===== src/sv/tlc_pkg.sv =====
`timescale 1ns / 1ps
package tlc_pkg;

	localparam int ADDR_W = 10;
	localparam int DATA_W = 8;
	localparam int COST_W = 8;
	localparam int LAT_W = 10;
	localparam int CFG_IDX_W = 2;

	localparam logic [LAT_W-1:0] LAT_MAX = 10'd1023;

	localparam logic OP_READ = 1'b0;
	localparam logic OP_WRITE = 1'b1;

	localparam logic [CFG_IDX_W-1:0] CFG_HIT_COST = 2'd0;
	localparam logic [CFG_IDX_W-1:0] CFG_MISS_COST = 2'd1;
	localparam logic [CFG_IDX_W-1:0] CFG_WRITE_COST = 2'd2;
	localparam logic [CFG_IDX_W-1:0] CFG_MEMORY_COST = 2'd3;

	localparam logic [COST_W-1:0] HIT_COST_RST = 8'd1;
	localparam logic [COST_W-1:0] MISS_COST_RST = 8'd5;
	localparam logic [COST_W-1:0] WRITE_COST_RST = 8'd10;
	localparam logic [COST_W-1:0] MEMORY_COST_RST = 8'd50;

	typedef struct packed {
		logic opcode;
		logic [ADDR_W-1:0] address;
		logic [DATA_W-1:0] write_data;
	} in_item_t;

	typedef struct packed {
		logic [DATA_W-1:0] read_data;
		logic first_hit;
		logic second_hit;
		logic [LAT_W-1:0] latency;
	} out_item_t;

	// Commands from the controller to the datapath.
	typedef struct packed {
		logic clear;
		logic load;
		logic quot;
		logic look;
		logic commit;
	} tlc_cmd_t;

	// Status from the datapath to the controller.
	typedef struct packed {
		logic clear_last;
		logic out_free;
	} tlc_sts_t;

endpackage


===== src/sv/tlc_ctrl.sv =====
`timescale 1ns / 1ps
module tlc_ctrl
	import tlc_pkg::*;
(
	input  logic     clk,
	input  logic     arst_n,
	input  logic     in_valid,
	output logic     in_ready,
	input  tlc_sts_t sts,
	output tlc_cmd_t cmd
);

	typedef enum logic [4:0] {
		S_CLEAR = 5'b00001,
		S_IDLE  = 5'b00010,
		S_QUOT  = 5'b00100,
		S_LOOK  = 5'b01000,
		S_UPD   = 5'b10000
	} state_t;

	state_t state_q;
	state_t state_d;

	always_comb begin
		state_d = state_q;
		cmd = '0;
		in_ready = 1'b0;
		case (state_q)
			S_CLEAR: begin
				cmd.clear = 1'b1;
				if (sts.clear_last) begin
					state_d = S_IDLE;
				end
			end
			S_IDLE: begin
				in_ready = 1'b1;
				if (in_valid) begin
					cmd.load = 1'b1;
					state_d = S_QUOT;
				end
			end
			S_QUOT: begin
				cmd.quot = 1'b1;
				state_d = S_LOOK;
			end
			S_LOOK: begin
				cmd.look = 1'b1;
				state_d = S_UPD;
			end
			S_UPD: begin
				// An access updates memory only in the cycle its result is loaded.
				if (sts.out_free) begin
					cmd.commit = 1'b1;
					state_d = S_IDLE;
				end
			end
			default: begin
				state_d = S_CLEAR;
			end
		endcase
	end

	always_ff @(posedge clk or negedge arst_n) begin
		if (!arst_n) begin
			state_q <= S_CLEAR;
		end else begin
			state_q <= state_d;
		end
	end

endmodule


===== config.mk =====
export PLATFORM = sky130hd
export DESIGN_NAME = tlc_ctrl
export DESIGN_NICKNAME = d
export VERILOG_FILES = /design/src/sv/tlc_pkg.sv /design/src/sv/tlc_ctrl.sv
export SDC_FILE = /design/constraint.sdc
export NUM_CORES = 1
export LEC_CHECK = 0
export BUFFER_PORTS_ARGS = -buffer_cell sky130_fd_sc_hd__buf_2
export CAP_MARGIN = 30
export CELL_PAD_IN_SITES_DETAIL_PLACEMENT = 0
export CELL_PAD_IN_SITES_GLOBAL_PLACEMENT = 1
export CORE_AREA = 2 2 39 41
export DETAILED_ROUTE_END_ITERATION = 10
export DIE_AREA = 0 0 41 43
export PLACE_DENSITY_LB_ADDON = 0.1
export SLEW_MARGIN = 20
export SYNTH_ARGS = -nofsm -noshare
export SYNTH_HDL_FRONTEND = slang
export SYNTH_SLANG_ARGS = --single-unit

===== constraint.sdc =====
create_clock -name clk -period 1.7 [get_ports clk]
set_input_delay 0.17 -clock clk [delete_from_list [all_inputs] [get_ports clk]]
set_output_delay 0.17 -clock clk [all_outputs]
set_load 0.01 [all_outputs]

After elaboration in Yosys (flattened, before gate mapping)
Cells that the tools add are included.
Operators by class
  multiplexer cells: 12
  equality and inequality tests: 8
  reduce and logical (&&, ||, !) cells: 1
Operator list (number)
  case mux 5 bit (5 select lines): 1
  two-way mux 5 bit: 3
  two-way mux 1 bit: 8
  inequality test 2 bit (second input constant): 3
  == test 5 x 1 -> 1 bit (second input constant): 1
  == test 5 x 2 -> 1 bit (second input constant): 1
  == test 5 x 3 -> 1 bit (second input constant): 1
  == test 5 x 4 -> 1 bit (second input constant): 1
  == test 5 bit (second input constant): 1
  AND reduction 3 bit: 1
Word-level totals
  flip-flop bits (word level): 5
  logic and storage cells: 22

Depth between registers and ports, before layout
Gate-level depths: netlist of run 1.
  depth in word-level cells: 3
  gate-level depth with buffers: 3

Least setup slack after synthesis of run 1
Ideal clock, no wire load.
  path type: reg2reg
  start point: register state_q[0]
  end point: register state_q[1]
  required time: 1601 ps
  stages on the path, launching flop included: 4
  data arrival time: 1394 ps
  clock period less this slack: 1494 ps
  slack: 206 ps
  cell sequence: dfstp_2 -> or4b_4 -> or2_0 -> a311oi_1
On the way
  longest elaborated chain between the ends: 3
  elaborated cells between the ends (all ways): 10
  classes of those cells: eq/ne (8); mux (1); reduce/logical (1)
Ends and longest elaborated chain
  start: declaration: RTL line tlc_ctrl.sv:21  | state_t state_q;
  start signal: assignment: RTL line tlc_ctrl.sv:67  | state_q <= state_d;
  == test 5 x 1 -> 1 bit, or another cell as far along: RTL line tlc_ctrl.sv:28  | case (state_q)
  inequality test 2 bit (no source line)
  AND reduction 3 bit (no source line)
Parallel ways exist; a longest one is shown, timed or not.
A chain may end at the register's enable or synchronous reset.

==> results of run 1 <==
[routing by layer]
metal,vias to the layer above,part of all wire (%)
li1,159,-
met1,144,44
met2,6,52
met3,0,4.6
met4,0,0
met5,-,0
[worst max path at each step]
stage,cells after the start,startpoint,to,slack [ns]
after detailed placement,4,state_q[0],cmd[4],0.10
after floorplan,3,state_q[0],state_q[1],0.21
after global placement,4,state_q[0],cmd[4],0.12
after CTS,4,state_q[0],cmd[4],-0.15
final,4,state_q[0],cmd[4],-0.11
after global routing,4,state_q[0],cmd[4],-0.16
[power groups by stage]
stage                     registers [µW]  logic (µW)  clock network [µW]
after floorplan                      182         137                   0
after global placement               187         201                   0
after detailed placement             188         205                   0
after CTS                            182         246                 148
after global routing                 185         272                 156
final                                181         249                 139
[through the flow]
stage                     power (µW)  std cells  hold WS (ns)  setup TNS, ns  cell area, µm²
after floorplan                318.7         33       -0.1256              0           312.8
after global placement         387.9         61     -0.005894              0           397.9
after detailed placement       393.3         61    -0.0008266              0           397.9
after CTS                      576.9         68        0.1829        -0.1487           449.2
after global routing           612.9         68        0.2168        -0.1587           454.2
final                          569.1         68        0.1880        -0.1083           454.2
[area by class of cell]
class                   count  area share, %
inverters                   2          1.653
repair buffers             16          21.49
clock buffers               4          5.785
well taps                  16          4.408
multi-input cells          25          38.84
flip-flops and latches      5          27.82
[worst reg2reg max path, delay by kind of cell (launching register included)]
family | cells | cell delay (ns)
AND/OR/NAND/NOR | 2 | 0.71
flip-flops | 1 | 0.53
AO/OA/AOI/OAI | 1 | 0.21
[cells in the mapped netlist (all sizes together)]
master,n
a311oi,1
and2,1
and3,4
and3b,1
and4b,1
buf,1
dfrtp,4
dfstp,1
inv,2
nand3b,2
nor2,3
nor2b,1
nor3,4
nor3b,1
o211a,1
o21ai,1
or2,2
or4b,1
xor2,1
[repair_timing]
item | CTS | global route
pin swaps | 1 | 1
hold buffers | 1 | 0
endpoints found under the setup margin | 1 | 3
gates resized for setup | 0 | 2
hold endpoints to repair | 5 | 0
setup buffers | 2 | 0
[cell families (layout without fill, tap and decap cells)]
| kind of cell | after synthesis | after routing | synth area share, % |
|---|---|---|---|
| buffers and inverters | 3 | 22 | 4.802 |
| and+or+nand+nor | 21 | 21 | 44.40 |
| xor gates and xnor gates | 1 | 1 | 2.801 |
| DFF | 5 | 5 | 40.40 |
| AOI/OAI and AO/OA | 3 | 3 | 7.599 |
==> metrics.md, run 1 <==
| Metric | Value |
|---|---|
| Hold Crit Class | `in2reg` |
| Fraction of layout cells with a size suffix above 1 | `46.15%` |
| Port buffer count | `10` |
| Routed via count | `309` |
| Rel. slew slack | `80.34%` |
| P_leak | `approximately 0.00027 µW` |
| Met3 GRT Util | `4.712%` |
| Vias per inst | `4.544` |
| Sequential area share after synthesis | `40.40%` |
| Synth warn | `0` |
| Regs by FF count | `state_q: 5 flops` |
| CP bufs+invs | `2` |
| Largest net degree at the start of global routing | `8` |
| Die Area | `about 1800 µm²` |
| CP endpoint kind | `output pin` |
| Die Ht | `~43 µm` |
| RSZ-0062 raised after global routing | `yes` |
| Register share of total power | `a little under a third` |
| Most common cell after layout, fill and taps aside | `buf_2` |
| Fill cells | `approximately 170` |
| Reg2reg end | `state_q[1]` |
| Synth unique cells | `20` |
| CP top delay family | `simple AND/OR/NAND/NOR gates` |
| Clock skew | `~0.0026 ns` |
| Status | `finished, violations left` |
| WHS Path Cells | `2` |
| Syn_nets | `38` |
| Min Tclk post-route | `~1.8 ns` |
| CP max FO | `2` |
| Total track usage | `11.17%` |
| Final period util | `106.4%` |
| Initial antenna violation count | `0` |
| Failing checks | `negative setup slack` |
| Multi-input logic area | `176.4 µm²` |
| Synth top area share | `32.00%` |
| Fin worst setup slack | `-0.1083 ns` |
| Via count of the first global-routing pass | `303` |
| Slew @ Worst Pin | `0.2926 ns` |
| Placer Congestion | `0.6881` |
| CTS tree | `yes` |
| Cell row count | `14` |
| Max reg flops | `5` |
| Final Core Density | `between 30% and 40%` |
| Switching part of the total | `33.83%` |
| Number of synthesized register bits | `5` |
| PD cells | `1253 nW/µm²` |
| CTS Buf Count | `3` |
| WL/cell | `11.46 µm` |
| Setup Viol. Count Final | `1` |
| Critical path arrival | `~1.6 ns` |
| Pre-antenna DRT Iters | `3` |
| Clk pwr share | `24.5%` |
| Clk slew on worst S/H paths | `around 0.04 ns` |
| Pint | `376.6 µW` |
| Initial Util | `22.60%` |
| Max stage delay on crit path | `0.53 ns` |
| Syn_area_per_cell | `9.479 µm²` |
| Core box area | `1384 µm²` |
| CP Launch Type | `register` |
| Die X | `41 µm` |
| Critical path cell sequence | `or4b_4, or2_1, inv_1, buf_2` |
| Post-DRT Antenna Nets | `0` |
| DRT Wirelength | `779 µm` |
| Crit path required time | `1.53 ns` |
| Deepest clock path buffer count | `2` |
| CTS H-Tree Depth | `1` |
| Worst R2R Path Depth | `3` |
| Mapped Area | `312.8 µm²` |
| Hold_sp | `in_valid` |
| Most area-hungry cell type in the Yosys netlist | `dfrtp_1` |
| Commonest non-fill, non-tap cells in the layout | `10 x buf_2, 5 x buf_4, 4 x and3_1, 4 x dfrtp_1` |
| Fmax | `553.0 MHz` |
| GRT overflow | `0` |
| Storage element area | `126.4 µm²` |
| First-pass GRT wire length | `approximately 1200 µm` |
| Combinational fraction of design power | `43.7%` |
| Worst r2r src | `state_q[0]` |
| Slew Limit Fails | `0` |
| Met2 Track Usage GR | `16.88%` |
| Hpwl dp | `625.8 µm` |
| Hold path endpoint | `state_q[2]` |
| Critical setup path kind | `reg2out` |
| Fin nets | `58` |
| Most flop-heavy register | `state_q` |
| Met1 usage | `between 10 and 15%` |
| Syn-to-layout area delta | `45.20%` |
| Hold Vio Cnt, Final | `0` |
| Cells after Synth | `33` |
| Crit path max-delay cell type | `dfstp_2` |
| Max cap viols | `0` |
| Num ports | `11` |
| Drt drc | `0` |
| Post-Place Worst Slack | `0.1031 ns` |
| Num Clock Sinks | `5` |
| Peak supply drop | `0.0003855 V` |
| Worst-Skew Late Latency | `0.24 ns` |
| 1st-iter DRT viols | `2` |
| Synth top area cells | `dfrtp_1 32%, dfstp_2 8.4%, and3_1 8.0%` |
| Clock Root Buffer | `clkbuf_4` |
| Antenna fix cells | `0` |
| Gr busiest metal | `met2` |
| Internal reg-to-reg setup slack | `0.17 ns` |
| Sw Pwr | `between 150 and 200 µW` |
No activity file was read; power rests on OpenSTA's default activity.
==> run 2: changes to the inputs <==
==> constraint.sdc (replaced) <==
create_clock -name clk -period 1.7 [get_ports clk]
set_input_delay 0.34 -clock clk [delete_from_list [all_inputs] [get_ports clk]]
set_output_delay 0.34 -clock clk [all_outputs]
set_load 0.01 [all_outputs]
==> run 2 against run 1 <==
Effect of this change: the flow still finishes with violations (negative setup slack); register-to-register slack is essentially flat; critical endpoint unchanged; utilization grew 1.3 points; first-iteration DRC count shrank 100%; largest cell class unchanged; sequential power is essentially flat; final area grew 3.9%; critical path depth is the same; cell count is the same; non-clock buffer count is the same; sequential cell count is the same.
==> metrics.md, run 2 (synthesis gave the netlist of run 1 again) <==
| Metric | Value |
|---|---|
| CP endpoint kind | `output pin` |
| Min Tclk post-route | `1.972 ns` |
| Via count of the first global-routing pass | `283` |
| First-pass GRT wire length | `1186 µm` |
| Die X | `41 µm` |
| Initial Util | `22.60%` |
| Total track usage | `10.79%` |
| CP Launch Type | `register` |
| Commonest non-fill, non-tap cells in the layout | `10 x buf_2, 4 x and3_1, 4 x buf_4, 4 x dfrtp_1` |
| Switching part of the total | `33.83%` |
| Port buffer count | `10` |
| Cell row count | `14` |
| CTS Buf Count | `3` |
| Peak supply drop | `about 0.00048 V` |
| Clock Root Buffer | `clkbuf_4` |
| PD cells | `roughly 1200 nW/µm²` |
| Sum of negative setup slack | `-0.2725 ns` |
| Antenna fix cells | `0` |
| Slew Limit Fails | `0` |
| RSZ-0062 raised after global routing | `yes` |
| 1st-iter DRT viols | `0` |
| Final period util | `116.0%` |
| Core box area | `1384 µm²` |
| Max reg flops | `5` |
| Hold Crit Class | `in2reg` |
| Die Area | `~1800 µm²` |
| Register share of total power | `31.8%` |
| Fraction of layout cells with a size suffix above 1 | `about half` |
| Largest net degree at the start of global routing | `8` |
| Hpwl dp | `625.5 µm` |
| Max cap viols | `0` |
| Clk pwr share | `24.5%` |
| Fmax | `507.0 MHz` |
| Routed via count | `314` |
| Worst-Skew Late Latency | `0.24 ns` |
| Pint | `376.7 µW` |
| P_leak | `0.0002731 µW` |
| Setup Viol. Count Final | `1` |
| GRT overflow | `0` |
| Final Core Density | `about a third` |
| Sw Pwr | `192.6 µW` |
| Die Ht | `between 40 and 50 µm` |
| Num Clock Sinks | `5` |
| Post-DRT Antenna Nets | `0` |
| Max stage delay on crit path | `around 0.52 ns` |
| Clk slew on worst S/H paths | `0.05 ns` |
| Clock skew | `just under 0.0007 ns` |
| Critical path arrival | `1.63 ns` |
| Critical setup path kind | `reg2out` |
| Critical path cell sequence | `or4b_4, or2_1, inv_1, buf_2` |
| Regs by FF count | `state_q: 5 flops` |
| Total power | `569.3 µW` |
| Deepest clock path buffer count | `2` |
| Pre-antenna DRT Iters | `1` |
| Syn-to-layout area delta | `50.80%` |
| Failing checks | `negative setup slack` |
| CP bufs+invs | `2` |
| CP top delay family | `simple AND/OR/NAND/NOR gates` |
| Hold Vio Cnt, Final | `0` |
| Num ports | `11` |
| WL/cell | `~12 µm` |
| Initial antenna violation count | `0` |
| Most flop-heavy register | `state_q` |
| Drt drc | `0` |
| Fill cells | `152` |
| Fin nets | `58` |
| Rel. slew slack | `84.11%` |
| Slew @ Worst Pin | `about 0.24 ns` |
| Fin worst setup slack | `-0.2725 ns` |
| CP max FO | `3` |
| Status | `finished, violations left` |
| Crit path max-delay cell type | `dfstp_2` |
| CTS H-Tree Depth | `1` |
| Vias per inst | `4.618` |
| DRT Wirelength | `782 µm` |
| CTS tree | `yes` |
| Placer Congestion | `~0.68` |
| Combinational fraction of design power | `43.7%` |
| Most common cell after layout, fill and taps aside | `buf_2` |
| Crit path required time | `1.36 ns` |
-- run 2: cell counts in the layout (fill, tap and decap cells not counted) --
No cell type changed its count.
-- run 2: final cells by class --
type	instances	area [µm²]	area share [%]
inverter	2	7.507	1.592
timing repair buffer	16	101.3	21.49
sequential	5	126.4	26.79
tap	16	20.02	4.244
multi-input combinational	25	190.2	40.32
clock buffer	4	26.28	5.570
-- run 2: path summary, 6_finish.rpt --
kind / from / end / slack, ns / cells after the start
max: state_q[0] / cmd[4] / -0.27 / 4
min: in_valid / state_q[2] / 0.35 / 2
max reg2reg: state_q[0] / state_q[1] / 0.17 / 3
min reg2reg: state_q[2] / state_q[3] / 0.68 / 2
max in group asynchronous: arst_n / state_q[0] / 1.04 / 2
min in group asynchronous: arst_n / state_q[2] / 0.45 / 2
-- run 2: power by group through the flow --
stage                     registers, µW  logic, µW  clock network, µW
final                               181        249                139
after global routing                184        271                152
after CTS                           183        242                145
after detailed placement            182        224                  0
after global placement              182        221                  0
after floorplan                     182        137                  0
-- run 2: timing repair --
action	in CTS	in global routing
hold buffers	1	0
hold endpoints to repair	4	0
pin swaps	0	2
setup endpoints to repair	5	4
gates resized for setup	4	2
setup buffers	0	1
cloned	0	0
-- run 2: through the flow --
step	cell area, µm²	setup slack (ns)	hold WS [ns]	instances
6_report	471.7	-0.2725	0.3496	68
2_1_floorplan	312.8	0.06139	0.04441	33
3_5_place_dp	405.4	-0.02308	0.1693	62
5_1_grt	471.7	-0.3212	0.3540	68
4_1_cts	457.9	-0.2866	0.3397	67
3_3_place_gp	405.4	-0.02481	0.1625	62
-- run 2: per-layer routing --
layer / track usage [%] / vias up / share of wire (%)
met5: 0 / - / 0
met4: 8.000 / 0 / 0.64
met3: 3.141 / 2 / 5.2
met2: 15.00 / 6 / 50
met1: 13.36 / 148 / 44
li1: - / 158 / -
==> run 3: changes to the inputs <==
--- a/constraint.sdc
+++ b/constraint.sdc
@@ -3,2 +3,2 @@
 set_output_delay 0.34 -clock clk [all_outputs]
-set_load 0.01 [all_outputs]
+set_load 0.005 [all_outputs]
==> run 3 against run 2 <==
Effect of this change: the flow still finishes with violations (negative setup slack); register-to-register slack hardly changed; clock skew is essentially flat; sequential power about the same; final area down 1.6%; count of clock-buffer cells in the layout is the same; die area stayed put; utilization decreased by 0.54 points; non-clock buffer count decreased by 1; cell count down 1.5%; fmax increased by 1.0%; first-iteration DRC count is 1 higher; critical path depth unchanged; largest power group unchanged.
==> metrics.md, run 3 (synthesis gave the netlist of run 1 again) <==
| Metric | Value |
|---|---|
| Status | `finished, violations left` |
| Failing checks | `negative setup slack` |
| Setup Viol. Count Final | `1` |
| Slew @ Worst Pin | `~0.26 ns` |
| Reg2reg end | `state_q[1]` |
| Hpwl dp | `631.9 µm` |
| Clock skew | `0.0002091 ns` |
| Most common cell after layout, fill and taps aside | `buf_2` |
| Worst r2r src | `state_q[0]` |
| CP max FO | `3` |
| Antenna fix cells | `0` |
| Num ports | `11` |
| Hold Vio Cnt, Final | `0` |
| Placer Congestion | `0.6952` |
| CTS H-Tree Depth | `1` |
| First-pass GRT wire length | `1159 µm` |
| CTS Buf Count | `3` |
| Initial Util | `between 20 and 25%` |
| Internal reg-to-reg setup slack | `0.18 ns` |
| Total track usage | `10.38%` |
| CP endpoint kind | `output pin` |
| Pre-antenna DRT Iters | `3` |
| WL/cell | `11.46 µm` |
| Peak supply drop | `0.0003605 V` |
| GRT overflow | `0` |
| Slew Limit Fails | `0` |
| Num Clock Sinks | `5` |
| Storage element area | `126.4 µm²` |
| Final period util | `114.8%` |
| Core box area | `1384 µm²` |
| Fraction of layout cells with a size suffix above 1 | `49.02%` |
| P_leak | `0.0002688 µW` |
| Setup crit end | `cmd[4]` |
| Max stage delay on crit path | `0.52 ns` |
| PD cells | `1184 nW/µm²` |
| Die Area | `1763 µm²` |
| Critical path cell sequence | `or4b_4, or2_1, inv_1, buf_2` |
| Crit path required time | `1.36 ns` |
| Syn-to-layout area delta | `48.40%` |
| Routed via count | `304` |
| Multi-input logic area | `190.2 µm²` |
| Cell row count | `14` |
| Deepest clock path buffer count | `2` |
| Initial antenna violation count | `0` |
| Max reg flops | `5` |
| Cell depth of the worst setup path | `4` |
| Max cap viols | `0` |
| Critical setup path kind | `reg2out` |
| Largest net degree at the start of global routing | `8` |
| DRT Wirelength | `768 µm` |
| Crit path max-delay cell type | `dfstp_2` |
| Worst R2R Path Depth | `3` |
| CP top delay family | `simple AND/OR/NAND/NOR gates` |
| Fmax | `512.2 MHz` |
| Rel. slew slack | `between 80% and 90%` |
| Fin worst setup slack | `-0.2523 ns` |
| Clock Root Buffer | `clkbuf_4` |
| Hold Crit Class | `in2reg` |
| Min Tclk post-route | `between 1.5 and 2 ns` |
| Worst-Skew Late Latency | `0.24 ns` |
| Critical path arrival | `1.61 ns` |
| Commonest non-fill, non-tap cells in the layout | `10 x buf_2, 4 x and3_1, 4 x dfrtp_1` |
| Most flop-heavy register | `state_q` |
| Final non-filler cell area | `464.2 µm²` |
| Port buffer count | `10` |
| CP bufs+invs | `2` |
| Total power | `549.5 µW` |
| Drt drc | `0` |
| Via count of the first global-routing pass | `between 200 and 300` |
| Fin nets | `57` |
| Die X | `around 40 µm` |
| Clk slew on worst S/H paths | `0.04 ns` |
| Area of placed instances | `about 410 µm²` |
| CP Launch Type | `register` |
| Die Ht | `43 µm` |
| Setup crit start | `state_q[0]` |
| CTS tree | `yes` |
| Regs by FF count | `state_q: 5 flops` |
| Vias per inst | `about 4.5` |
| Post-DRT Antenna Nets | `0` |
| Fill cells | `155` |
| RSZ-0062 raised after global routing | `yes` |
| 1st-iter DRT viols | `1` |
==> run 3: changes by cell type in the layout (fill, tap and decap cells not counted), sizes merged <==
cell	before	now
buf	15	14
==> run 3: worst min path at each step <==
| stage | startpoint | end | cells past startpoint |
|---|---|---|---|
| 4_1_cts | in_valid | state_q[2] | 2 |
| 3_5_place_dp | arst_n | state_q[3] | 1 |
| 5_1_grt | in_valid | state_q[2] | 2 |
| 2_1_floorplan | arst_n | state_q[1] | 0 |
| 3_3_place_gp | arst_n | state_q[3] | 1 |
| 6_report | in_valid | state_q[2] | 2 |
==> run 3: what timing repair did <==
action,CTS,global route
resized for setup,1,5
pin swaps,0,1
setup buffers,0,0
setup endpoints to repair,5,5
hold endpoints to repair,4,0
hold buffers,1,0
==> run 3: where the power goes <==
group / total, µW / switching (µW) / internal (µW) / leakage, µW
registers: 181 / 26.8 / 154 / 0.0000646
clock network: 137 / 48.0 / 88.7 / 0.0000150
logic: 231 / 105 / 127 / 0.000189
==> run 3: per-stage QoR <==
stage / std cells / setup slack [ns] / TNS (ns) / utilization (%) / hold WS, ns
floorplan: 33 / 0.09011 / 0 / - / 0.04441
global placement: 62 / -0.006756 / -0.006756 / 29.29 / 0.1625
detailed placement: 62 / -0.003907 / -0.003907 / 29.29 / 0.1679
CTS: 67 / -0.2663 / -0.3179 / 32.28 / 0.3483
global route: 67 / -0.3001 / -0.3574 / 33.54 / 0.3625
finish: 67 / -0.2523 / -0.2523 / 33.54 / 0.3570
==> run 3: final cells by class <==
type / instances / share of cell area (%)
clock buffer: 4 / 5.660
inverter: 2 / 1.617
multi-input combinational: 25 / 40.97
sequential: 5 / 27.22
tap: 16 / 4.313
timing repair buffer: 15 / 20.22
==> run 3: layer usage <==
layer,vias to the layer above,share of wire (%),track usage (%)
met5,-,0,0
met4,0,0.65,6.000
met3,2,5.7,3.141
met2,6,47,15.00
met1,141,46,13.03
li1,155,-,-
